**config.mk**
```make
export PLATFORM = sky130hd
export DESIGN_NAME = vtr_ctrl
export DESIGN_NICKNAME = d
export VERILOG_FILES = /design/src/assert_macros.svh /design/src/vtr_pkg.sv /design/src/vtr_ctrl.sv
export SDC_FILE = /design/constraint.sdc
export NUM_CORES = 1
export LEC_CHECK = 0
export ABC_CLOCK_PERIOD_IN_PS = 3100
export BUFFER_PORTS_ARGS = -buffer_cell sky130_fd_sc_hd__buf_2
export CAP_MARGIN = 20
export CORE_UTILIZATION = 52
export DETAILED_ROUTE_END_ITERATION = 8
export MAX_ROUTING_LAYER = met4
export PLACE_DENSITY = 0.8
export SLEW_MARGIN = 20
export SYNTH_ARGS = -nofsm -noshare
export SYNTH_HDL_FRONTEND = slang
export SYNTH_SLANG_ARGS = --single-unit
```
**constraint.sdc**
```tcl
create_clock -name clk -period 3.1 [get_ports clk]
set_input_delay 0.155 -clock clk [delete_from_list [all_inputs] [get_ports clk]]
set_output_delay 0.155 -clock clk [all_outputs]
set_load 0.05 [all_outputs]
```
**src/assert_macros.svh**
```systemverilog
// Assertion macros shared by the RTL
`ifndef ASSERT_MACROS_SVH
`define ASSERT_MACROS_SVH

// Check a property on every clock edge outside reset
`define VTR_ASSERT(lbl, prop) \
  lbl: assert property (@(posedge clk) disable iff (!rst_n) (prop)) \
    else $error("vtr assertion failed");

// Check that a condition is followed by a result on the next edge
`define VTR_ASSERT_NEXT(lbl, cond, res) \
  lbl: assert property (@(posedge clk) disable iff (!rst_n) (cond) |=> (res)) \
    else $error("vtr assertion failed");

`endif

```
**src/vtr_pkg.sv**
```systemverilog
// Package: shared constants, command and status types for the rescale block
package vtr_pkg;

  localparam int MAX_ATOMS_DEF = 64;
  localparam int VEL_WIDTH_DEF = 24;
  localparam int FRAC          = 16;
  localparam int TEMP_WIDTH    = 32;
  localparam logic [TEMP_WIDTH-1:0] TARGET_RESET = 32'd65536;
  localparam int ROOT_WIDTH    = 64;
  localparam int ROOT_STEPS    = 32;
  localparam int RATIO_WIDTH   = 48;

  function automatic int div_width(int w, int n);
    int dw;
    dw = 2 * w + 1 + $clog2(n) + $clog2(n + 1);
    return (dw > RATIO_WIDTH) ? dw : RATIO_WIDTH;
  endfunction

  typedef struct packed {
    logic       load;
    logic       sq;
    logic [1:0] comp;
    logic       dcalc;
    logic       div_start;
    logic       div_sel;
    logic       div_step;
    logic       tlatch;
    logic       sqrt_start;
    logic       sqrt_step;
    logic       rd;
    logic       mul;
    logic       emit;
    logic       clear;
  } vtr_cmd_t;

  typedef struct packed {
    logic full;
    logic zero;
  } vtr_sts_t;

endpackage

```
**src/vtr_ctrl.sv**
```systemverilog
// Controller: sequences load, temperature, ratio, root and emit passes
module vtr_ctrl #(
  parameter int N = vtr_pkg::MAX_ATOMS_DEF,
  parameter int W = vtr_pkg::VEL_WIDTH_DEF
) (
  input  logic                   clk,
  input  logic                   rst_n,
  input  logic                   in_valid,
  input  logic                   in_last,
  output logic                   in_ready,
  output logic                   out_valid,
  input  logic                   out_ready,
  input  vtr_pkg::vtr_sts_t      sts,
  input  logic [$clog2(N+1)-1:0] count,
  output vtr_pkg::vtr_cmd_t      cmd,
  output logic [$clog2(N)-1:0]   addr
);

  localparam int AW   = $clog2(N);
  localparam int CW   = $clog2(N + 1);
  localparam int DIVW = vtr_pkg::div_width(W, N);
  localparam int NW   = $clog2(DIVW + 1);

  typedef enum logic [3:0] {
    ST_LOAD, ST_SQ, ST_DCALC, ST_D1S, ST_DIV1, ST_TCHK, ST_D2S, ST_DIV2,
    ST_RS, ST_ROOT, ST_RD, ST_MUL, ST_FMT, ST_OUT
  } state_t;

  state_t          state_r, state_nxt;
  logic [NW-1:0]   cnt_r, cnt_nxt;
  logic [AW-1:0]   idx_r, idx_nxt;
  logic            last_idx;

  assign last_idx  = (CW'(idx_r) + CW'(1) == count);
  assign in_ready  = (state_r == ST_LOAD);
  assign out_valid = (state_r == ST_OUT);
  assign addr      = idx_r;

  always_comb begin
    cmd       = '0;
    state_nxt = state_r;
    cnt_nxt   = cnt_r;
    idx_nxt   = idx_r;
    case (state_r)
      ST_LOAD: begin
        cmd.load = in_valid;
        cnt_nxt  = '0;
        idx_nxt  = '0;
        if (in_valid && in_last) begin
          state_nxt = ST_SQ;
        end
      end
      ST_SQ: begin
        cmd.sq   = 1'b1;
        cmd.comp = cnt_r[1:0];
        cnt_nxt  = cnt_r + NW'(1);
        if (cnt_r == NW'(2)) begin
          state_nxt = ST_DCALC;
        end
      end
      ST_DCALC: begin
        cmd.dcalc = 1'b1;
        state_nxt = ST_D1S;
      end
      ST_D1S: begin
        cmd.div_start = 1'b1;
        cnt_nxt       = '0;
        state_nxt     = ST_DIV1;
      end
      ST_DIV1: begin
        cmd.div_step = 1'b1;
        cnt_nxt      = cnt_r + NW'(1);
        if (cnt_r == NW'(DIVW - 1)) begin
          state_nxt = ST_TCHK;
        end
      end
      ST_TCHK: begin
        cmd.tlatch = 1'b1;
        state_nxt  = ST_D2S;
      end
      ST_D2S: begin
        cnt_nxt = '0;
        if (sts.zero) begin
          state_nxt = ST_RD;
        end else begin
          cmd.div_start = 1'b1;
          cmd.div_sel   = 1'b1;
          state_nxt     = ST_DIV2;
        end
      end
      ST_DIV2: begin
        cmd.div_step = 1'b1;
        cnt_nxt      = cnt_r + NW'(1);
        if (cnt_r == NW'(DIVW - 1)) begin
          state_nxt = ST_RS;
        end
      end
      ST_RS: begin
        cmd.sqrt_start = 1'b1;
        cnt_nxt        = '0;
        state_nxt      = ST_ROOT;
      end
      ST_ROOT: begin
        cmd.sqrt_step = 1'b1;
        cnt_nxt       = cnt_r + NW'(1);
        if (cnt_r == NW'(vtr_pkg::ROOT_STEPS - 1)) begin
          state_nxt = ST_RD;
        end
      end
      ST_RD: begin
        cmd.rd    = 1'b1;
        state_nxt = ST_MUL;
      end
      ST_MUL: begin
        cmd.mul   = 1'b1;
        state_nxt = ST_FMT;
      end
      ST_FMT: begin
        cmd.emit  = 1'b1;
        state_nxt = ST_OUT;
      end
      ST_OUT: begin
        if (out_ready) begin
          if (last_idx) begin
            cmd.clear = 1'b1;
            state_nxt = ST_LOAD;
          end else begin
            idx_nxt   = idx_r + AW'(1);
            state_nxt = ST_RD;
          end
        end
      end
      default: begin
        state_nxt = ST_LOAD;
      end
    endcase
  end

  always_ff @(posedge clk) begin
    if (!rst_n) begin
      state_r <= ST_LOAD;
      cnt_r   <= '0;
      idx_r   <= '0;
    end else begin
      state_r <= state_nxt;
      cnt_r   <= cnt_nxt;
      idx_r   <= idx_nxt;
    end
  end

endmodule

```
After elaboration in Yosys (flattened, before gate mapping)
Cells that the tools add are included.
{"block": "op_classes", "add_sub_neg": 3, "n_eq_ne": 24, "n_mux": 29, "reduce_logical": 9}
{"operator": "$pmux 4 s14", "count": 1}
{"operator": "$mux 4", "count": 8}
{"operator": "$eq 4x4->1 const B", "count": 6}
{"operator": "$pmux 6 s2", "count": 2}
{"operator": "$eq 4x3->1 const B", "count": 4}
{"operator": "$mux 1", "count": 13}
{"operator": "$add 6x1->6 const B", "count": 2}
{"operator": "$mux 6", "count": 2}
{"operator": "$ne 2x2->1 const B", "count": 5}
{"operator": "$eq 4x2->1 const B", "count": 2}
{"operator": "$reduce_or 4->1", "count": 2}
{"operator": "$add 6x1->7 const B", "count": 1}
{"operator": "$eq 7x7->1", "count": 1}
{"operator": "$eq 6x2->1 const B", "count": 1}
{"operator": "$eq 6x5->1 const B", "count": 1}
{"operator": "$eq 6x6->1 const B", "count": 1}
{"operator": "$reduce_and 6->1", "count": 1}
{"operator": "$eq 4x1->1 const B", "count": 1}
{"operator": "$logic_not 4->1", "count": 1}
{"operator": "$ne 2x1->1 const B", "count": 2}
{"operator": "$reduce_bool 2->1", "count": 2}
{"operator": "$mux 3", "count": 1}
{"operator": "$reduce_and 3->1", "count": 1}
{"operator": "$mux 2", "count": 1}
{"operator": "other kinds (3)", "count": 3}
{"block": "totals", "register_bits": 16, "inputBits": 14, "out_inout_bits": 23, "wordCells": 68}

Depth between registers and ports, before layout
Gate-level depths: netlist of the first run.
{"block": "depth", "word_depth": 5, "mapped_depth": 7, "depth_no_buf": 7}

Worst setup path after synthesis of the first run
Ideal clock, no wire load.
{"block": "synth_path", "path_kind": "reg-to-output", "from": "register idx_r[1], in the netlist addr[1]", "to": "output cmd[0] (netlist bit)", "t_arrival_ps": 2482, "required_time_ps": 2945, "setup_slack_ps": 463, "stages_incl_launch_ff": 7, "path_buffers": 0, "cell_sequence": "dfxtp_1 ha_1 xor2_1 a311oi_1 and4_1 o21ai_0 nor2_1"}
{"item": "from (decl)", "line_no": "vtr_ctrl.sv:31", "source": "logic [AW-1:0] idx_r, idx_nxt;"}
{"item": "from (signal assigned)", "line_no": "vtr_ctrl.sv:147", "source": "idx_r <= idx_nxt;"}
{"item": "to (decl)", "line_no": "vtr_ctrl.sv:15", "source": "output vtr_pkg::vtr_cmd_t cmd,"}

Worst setup path in the final report of the first run
{"block": "layout_path", "from": "register idx_r[0], in the netlist addr[0]", "to": "register idx_r[3], in the netlist addr[3]"}
{"block": "layout_between", "elab_chain_cells": 4, "word_cells_on_any_way": 8, "cone_classes": "2 x add/sub; 2 x eq/ne; 3 x mux; 1 x reduce/logical"}
{"item": "$add 6x1->7 or $add 6x1->6 (tied branches)", "line_no": "vtr_ctrl.sv:34, vtr_ctrl.sv:128"}
{"item": "$eq 7x7->1 or $mux 6 (tied branches)", "line_no": "vtr_ctrl.sv:34, vtr_ctrl.sv:124"}
{"item": "$ne 2x2->1 (no line) or $mux 6 (tied branches)"}
{"item": "$reduce_and 3->1 (no line) or $pmux 6 s2 (tied branches)"}
Parallel ways exist; a longest one is shown, timed or not. The select of a mux whose other input is x is not followed.
A chain may end at the register's enable or synchronous reset.

==> out/summary.log, run 1 <==
qor: final_layout.layout-area-overhead-vs-synth 15.2%
qor: global_route.grt_pass1_vias 1,237
qor: clock_tree.clock_slew_at_the_register_clock_pins_of_the_worst_setup_and_hold_paths 100 ps
qor: power.clock_power_share 14.6%
qor: power.comb_power_share 53.4%
qor: yosys.synth_top_flop_cell dfxtp_1
qor: die.die_height 52.4 um
qor: timing.slew_headroom 51.9%
qor: final_layout.fillerInstances 201
qor: placement.dp_hpwl 2430 um
qor: final_layout.final_net_count 226
qor: drt.firstDrtPassIters 4
qor: timing.grt_setup_unrepaired false
qor: worst_setup_path.worst_path_max_delay_cell dfxtp_1
qor: worst_setup_path.maximum_net_fanout_on_the_critical_path 10
qor: power.power.share.switching 51.9%
qor: global_route.initial_antenna_violation_count 0
qor: worst_setup_path.timing_worst_setup_path_type reg -> reg
qor: drt.drt_first_iter_violations 55
qor: clock_tree.post_cts.repair.setup_buffers 0
qor: yosys.synthesis.area 1320 um^2
qor: worst_setup_path.crit_buf_inv 0
qor: drt.via_per_inst 6.15
qor: worst_setup_path.worst_path_largest_cell_delay 510 ps
qor: worst_setup_path.cp_cell_sequence ha_1 -> and3_2 -> xnor3_1 -> and4_1 -> o211a_1 -> o31a_1 -> a221o_1
qor: placement.gpl.final_weighted_congestion 0.867
qor: final_layout.stdcell_area 1520 um^2
qor: clock_tree.cts.root.buffer_cell clkbuf_4
qor: power.ir_worst_vdd 0.642 mV
qor: clock_tree.clk-insertion-delay-late 290 ps
qor: yosys.synth.distinct_cells 53
qor: yosys.synth.ff_latch_count 16
qor: die.core-area 2300 um^2
qor: run_status.outcome finished clean
qor: worst_setup_path.data_required_time_of_the_worst_path 3280 ps
qor: global_route.grt_start_max_net_pins 19
qor: timing.timing_worst_slew_pin_value 720 ps
qor: power.power.share.sequential 32.0%
qor: timing.timing.final.setup_violations 0
qor: drt.number_of_vias_after_detailed_routing 1,446
qor: timing.slew_viol_final 0
qor: yosys.synth_seq_area_share 24.2%
qor: worst_setup_path.crit_path_launch_type register
qor: clock_tree.tritoncts.num_buffers 3
qor: flow_run.cap_violations 0
qor: yosys.synth_enable_flop_cells 0
qor: timing.max_clock_freq 0.390 GHz
qor: placement.place.port_buffers 35
qor: placement.placed_cells 231
qor: placement.placed_cell_area 1490 um^2
qor: drt.avgRoutedWirePerCell 13.9 um
qor: global_route.grt_use_total 25.5%
qor: drt.post-route-drc-count 0
qor: clock_tree.ctsHtreeMaxLevel 1
qor: final_layout.instances_no_fill 235
qor: timing.fin_skew 5.76 ps
qor: die.die_width 52.4 um
qor: power.internal_power 460 uW
qor: worst_setup_path.critical_path_arrival 2750 ps
qor: power.p_total 956 uW
qor: clock_tree.clock_sinks 16
qor: worst_setup_path.worst_path_dominant_cell_family compound AO/OA/AOI/OAI gates
qor: final_layout.post_route_cells_drive_above_1_share 23.7%
qor: clock_tree.clock_path_buffers 2
qor: power.leakagePower 0.710 nW
qor: clock_tree.post_cts_hold_buffer_count 0
qor: timing.hold_viol 0
qor: hold_path.min_path_type in -> reg
qor: die.row_count 17
qor: drt.drtAntennaViolNets 0
qor: yosys.synth.yosys.warnings 0
qor: worst_setup_path.worst-r2r-setup-slack 540 ps
qor: die.boundaryPins 37
qor: clock_tree.cts_tree done
qor: final_layout.post-route-util 66.3%
qor: yosys.syn_area_per_cell 7.46 um^2
qor: drt.detail_route.wirelength 3270 um
qor: yosys.nets_in_the_synthesized_netlist 195
qor: timing.finalSetupTns 0 ps
qor: power.powerDensity 628 nW/um^2
qor: global_route.grt_overflow 0
qor: final_layout.antenna-diode-count 0
qor: power.net-switching-power 496 uW
qor: worst_setup_path.end_kind register
qor: die.fp.dieArea 2750 um^2
qor: global_route.grt_pass1_wl 5090 um
qor: clock_tree.cts_repair_resize_count 0
qor: timing.min_period 2560 ps
qor: yosys.synthArstFlopShare 0%
qor: yosys.syn-instance-count 177
qor: timing.post-route-period-util 82.7%
qor: die.floorplan.initialDensity 57.5%
-- state kept, by name (all words and copies together), names as in the netlist --
| register | cells |
|---|---|
| state_r | 4 |
| cnt_r | 6 |
| addr | 6 |
-- cell type report --
class,count,area (um^2),share of cell area [%]
multi-input combinational,144,926,60.8
sequential,16,320,21.0
timing repair buffer,35,175,11.5
clock buffer,4,36.3,2.38
tap,28,35.0,2.30
inverter,8,30.0,1.97
-- power groups by stage --
stage / clock network, mW / logic (mW) / registers (mW)
after floorplan: 0 / 0.463 / 0.246
after global placement: 0 / 0.493 / 0.308
after detailed placement: 0 / 0.501 / 0.308
after CTS: 0.143 / 0.505 / 0.303
after global routing: 0.151 / 0.560 / 0.315
final: 0.140 / 0.510 / 0.306
-- worst register-to-register path: stages (launching register included) --
cell and delay [ps]:
dfxtp_1 510, ha_1 350, and3_2 250, xnor3_1 220, and4_1 230, o211a_1 170
o31a_1 360, a221o_1 380
-- logic make-up after synthesis --
| family | share of synthesized area (%) |
|---|---|
| compound gates | 25.9 |
| flops | 24.2 |
| fa+ha+maj | 3.79 |
| xor+xnor | 5.68 |
| buf+inv | 5.68 |
| simple gates | 32.3 |
| mux | 2.37 |
-- final timing paths --
kind	start	end	cells after the start
setup / recovery	addr[0]	addr[3]	7
hold / removal	rst_n	state_r[1]	3
setup reg to reg	addr[0]	addr[3]	7
hold reg to reg	cnt_r[3]	cnt_r[3]	2
-- metrics by stage --
| stage | hold slack, ps | setup WS (ps) |
|---|---|---|
| 6_report | 179 | 537 |
| 4_1_cts | 169 | 524 |
| 2_1_floorplan | 303 | 463 |
| 3_3_place_gp | 475 | 667 |
| 5_1_grt | 202 | 362 |
| 3_5_place_dp | 482 | 564 |
-- Yosys cell counts (all sizes together) (2+ instances only) --
library cell,instances,area share (%)
buf,4,2.0
o31a,2,1.3
nor4,6,2.8
and3,4,2.1
nand2,10,2.8
nand4,2,0.95
a311oi,2,1.3
xor2,4,2.7
a21boi,2,1.1
a22o,2,1.5
a21o,3,1.8
o211a,2,1.5
xnor2,2,1.3
nor2b,3,1.4
clkbuf,5,1.4
and2,4,2.0
nand3,8,3.0
mux2i,2,1.5
nand2b,3,1.4
a211oi,3,1.7
o21ai,8,3.0
nor2,24,6.8
nor3,9,3.4
or3,2,1.0
ha,4,3.8
dfxtp,16,24
a41oi,2,1.3
a21oi,13,4.9
inv,7,2.0
-- placed cells by master (no fill, tap or decap), types with 2 or more instances in the layout --
master / count
a211oi_1: 3
a21boi_0: 2
a21o_1: 2
a21oi_1: 13
a22o_2: 2
a311oi_1: 2
a41oi_1: 2
and2_1: 3
and3_1: 2
and3_2: 2
buf_2: 35
clkbuf_4: 3
dfxtp_1: 16
ha_1: 4
inv_1: 7
mux2i_1: 2
nand2_1: 10
nand2b_1: 3
nand3_1: 8
nand4_1: 2
nor2_1: 24
nor2b_1: 3
nor3_1: 9
nor4_1: 6
o211a_1: 2
o21ai_0: 8
o31a_1: 2
xnor2_1: 2
xor2_1: 4
-- layer usage --
| metal | share of wire, % | GRT usage [%] |
|---|---|---|
| met4 | 0.43 | 6.58 |
| met5 | 0 | - |
| met2 | 50 | 44.9 |
| met3 | 6.6 | 5.51 |
| met1 | 43 | 29.1 |
No activity file was read; power rests on OpenSTA's default activity.
==> run 2: changes to the inputs <==
ABC_CLOCK_PERIOD_IN_PS = 2200   (was 3100)
CORE_UTILIZATION = 47   (was 52)
PLACE_DENSITY = 0.76   (was 0.8)
clock period = 2.2 ns   (was 3.1 ns; I/O delays follow)
==> run 2 against run 1 <==
Against the previous run: register-to-register slack got worse by 480 ps; die area increased by 10%; non-clock buffer count increased by 18; power increased by 57%; via count increased by 4.1%; global-route usage increased by 1.1 points; critical endpoint unchanged.
==> out/summary.log, run 2 (synthesis results as in run 1) <==
qor: run_status.outcome finished clean
qor: worst_setup_path.worst_path_largest_cell_delay 390 ps [-120 ps]
qor: clock_tree.clk-insertion-delay-late 290 ps [about the same]
qor: worst_setup_path.r2r-start addr[1]
qor: timing.max_clock_freq 0.466 GHz [+19%]
qor: worst_setup_path.crit_buf_inv 1 [+1]
qor: power.internal_power 749 uW [+63%]
qor: worst_setup_path.critical_path_arrival 2340 ps [-410 ps]
qor: timing.worst_hold_slack 111 ps [-68.2 ps]
qor: timing.post-route-period-util 97.6% [+15 points]
qor: worst_setup_path.timing_worst_setup_path_type reg -> reg
qor: worst_setup_path.r2r.worst_path.cells 7 [unchanged]
qor: worst_setup_path.worst_path_max_delay_cell dfxtp_4
qor: final_layout.mostFrequentLayoutCells buf_2, nor2_1, buf_4, a21oi_1, nand2_1
qor: drt.via_per_inst 5.90 [-4.1%]
qor: placement.place.port_buffers 35 [unchanged]
qor: die.floorplan.initialDensity 51.5% [-6.1 points]
qor: hold_path.min_path_type in -> reg
qor: drt.number_of_vias_after_detailed_routing 1,505 [+4.1%]
qor: power.power.share.sequential 26.4% [-5.6 points]
qor: worst_setup_path.maximum_net_fanout_on_the_critical_path 6 [-4]
qor: timing.hold_viol 0 [unchanged]
qor: worst_setup_path.crit_path_launch_type register
qor: power.powerDensity 858 nW/um^2 [+37%]
qor: drt.firstDrtPassIters 4 [unchanged]
qor: timing.slew_viol_final 0 [unchanged]
qor: clock_tree.tritoncts.num_buffers 3 [unchanged]
qor: placement.placed_cell_area 1650 um^2 [+11%]
qor: worst_setup_path.regToRegEndpoint addr[3]
qor: final_layout.post_route_cells_drive_above_1_share 36.9% [+13 points]
qor: clock_tree.clock_path_buffers 2 [unchanged]
qor: die.row_count 18 [+1]
qor: worst_setup_path.cp_cell_sequence buf_4 -> a21boi_0 -> o2111a_1 -> o31a_1 -> o211a_1 -> o31a_1 -> a221o_1
qor: clock_tree.cts_tree done
qor: hold_path.hold_path.startpoint rst_n
qor: power.net-switching-power 750 uW [+51%]
qor: drt.drt_first_iter_violations 56 [+1.8%]
qor: drt.avgRoutedWirePerCell 14.2 um [+2.4%]
qor: drt.drtAntennaViolNets 0 [unchanged]
qor: die.core-area 2570 um^2 [+12%]
qor: clock_tree.ctsHtreeMaxLevel 1 [unchanged]
qor: timing.timing.final.setup_violations 0 [unchanged]
qor: timing.fin_skew 7.46 ps [+1.70 ps]
qor: clock_tree.cts.root.buffer_cell clkbuf_4
qor: power.comb_power_share 60.3% [+6.9 points]
qor: die.die_width 55.0 um [+5.0%]
qor: die.die_height 55.0 um [+5.0%]
qor: worst_setup_path.timing.critical_path.mode_cell o31a_1
qor: die.boundaryPins 37 [unchanged]
qor: final_layout.layout-area-overhead-vs-synth 32.2%
qor: worst_setup_path.worst-r2r-setup-slack 50 ps [-480 ps]
qor: placement.gpl.final_weighted_congestion 0.928 [+7.0%]
qor: final_layout.antenna-diode-count 0 [unchanged]
qor: clock_tree.clock_sinks 16 [unchanged]
qor: power.leakagePower 0.815 nW [+15%]
qor: timing.finalSetupTns 0 ps [unchanged]
qor: die.fp.dieArea 3030 um^2 [+10%]
qor: hold_path.hold-path-endpoint state_r[1]
qor: drt.post-route-drc-count 0 [unchanged]
qor: hold_path.hold_depth 3 [unchanged]
qor: timing.timing_worst_slew_pin_value 506 ps [-214 ps]
qor: clock_tree.clock_slew_at_the_register_clock_pins_of_the_worst_setup_and_hold_paths 100 ps [about the same]
qor: power.clock_power_share 13.3% [-1.3 points]
qor: global_route.grt_start_max_net_pins 12 [-7]
qor: power.ir_worst_vdd 0.757 mV [+18%]
qor: global_route.grt_use_total 26.7% [+1.1 points]
qor: final_layout.final_net_count 244 [+8.0%]
qor: final_layout.final_common_cell buf_2
qor: power.power.share.switching 50.0% [-1.8 points]
qor: worst_setup_path.worst_path_dominant_cell_family compound AO/OA/AOI/OAI gates
qor: flow_run.cap_violations 0 [unchanged]
qor: drt.detail_route.wirelength 3630 um [+11%]
qor: timing.slew_headroom 66.0% [+14 points]
qor: final_layout.fillerInstances 217 [+8.0%]
qor: global_route.grt_pass1_wl 5710 um [+12%]
qor: clock_tree.post_cts_hold_buffer_count 0 [unchanged]
qor: final_layout.post-route-util 68.0% [+1.7 points]
qor: placement.dp_hpwl 2740 um [+12%]
qor: final_layout.stdcell_area 1750 um^2 [+15%]
qor: worst_setup_path.data_required_time_of_the_worst_path 2390 ps [-890 ps]
qor: timing.min_period 2150 ps [-415 ps]
qor: worst_setup_path.end_kind register
qor: global_route.grt_overflow 0 [unchanged]
qor: global_route.grt_pass1_vias 1,344 [+8.6%]
qor: global_route.initial_antenna_violation_count 0 [unchanged]
run 2: changes by cell type in the layout (fill, tap and decap cells not counted), sizes merged:
cell,change
buf,+18
run 2: worst max-delay path by stage:
stage	startpoint	to	slack (ps)	cells after the start
CTS	addr[1]	cmd[0]	0.5	7
detailed placement	addr[1]	addr[3]	10	7
floorplan	state_r[1]	cmd[11]	-140	3
global placement	addr[1]	addr[3]	50	7
finish	addr[1]	addr[3]	50	7
global route	addr[1]	addr[3]	-0.7	8
run 2: through the flow:
stage,setup slack (ps),cells,power [mW]
after floorplan,-139,177,1.01
after global placement,46.2,250,1.24
after CTS,0.516,254,1.47
after global routing,-0.668,255,1.60
after detailed placement,14.2,250,1.26
final,52.0,255,1.50
run 2: worst reg2reg max path: stages (launching register included):
cell	delay, ps
dfxtp_4	390
buf_4	130
a21boi_0	80
o2111a_1	250
o31a_1	270
o211a_1	260
o31a_1	310
a221o_1	360
run 2: final cells by class:
cell class	instances	area, um^2	share of cell area (%)
clock buffer	4	36.3	2.08
inverter	8	30.0	1.72
multi-input combinational	144	990	56.7
sequential	16	337	19.3
tap	30	37.5	2.15
timing repair buffer	53	317	18.1
run 2: power by group through the flow:
stage / logic, mW / registers, mW / clock network (mW)
2_1_floorplan: 0.662 / 0.344 / 0
3_3_place_gp: 0.852 / 0.392 / 0
3_5_place_dp: 0.870 / 0.394 / 0
4_1_cts: 0.871 / 0.389 / 0.208
5_1_grt: 0.978 / 0.400 / 0.223
6_report: 0.904 / 0.396 / 0.200
run 2: what timing repair did:
item,in CTS,in global routing
buffers inserted,0,1
resized for setup,4,9
endpoints found under the setup margin,2,9
endpoints found under the hold margin,0,0
pin swaps,1,6
run 2: metal layers:
| metal | track usage [%] | part of all wire (%) |
|---|---|---|
| met5 | - | 0 |
| met4 | 7.50 | 0.39 |
| met3 | 6.01 | 5.0 |
| met2 | 43.6 | 50 |
| met1 | 32.8 | 45 |
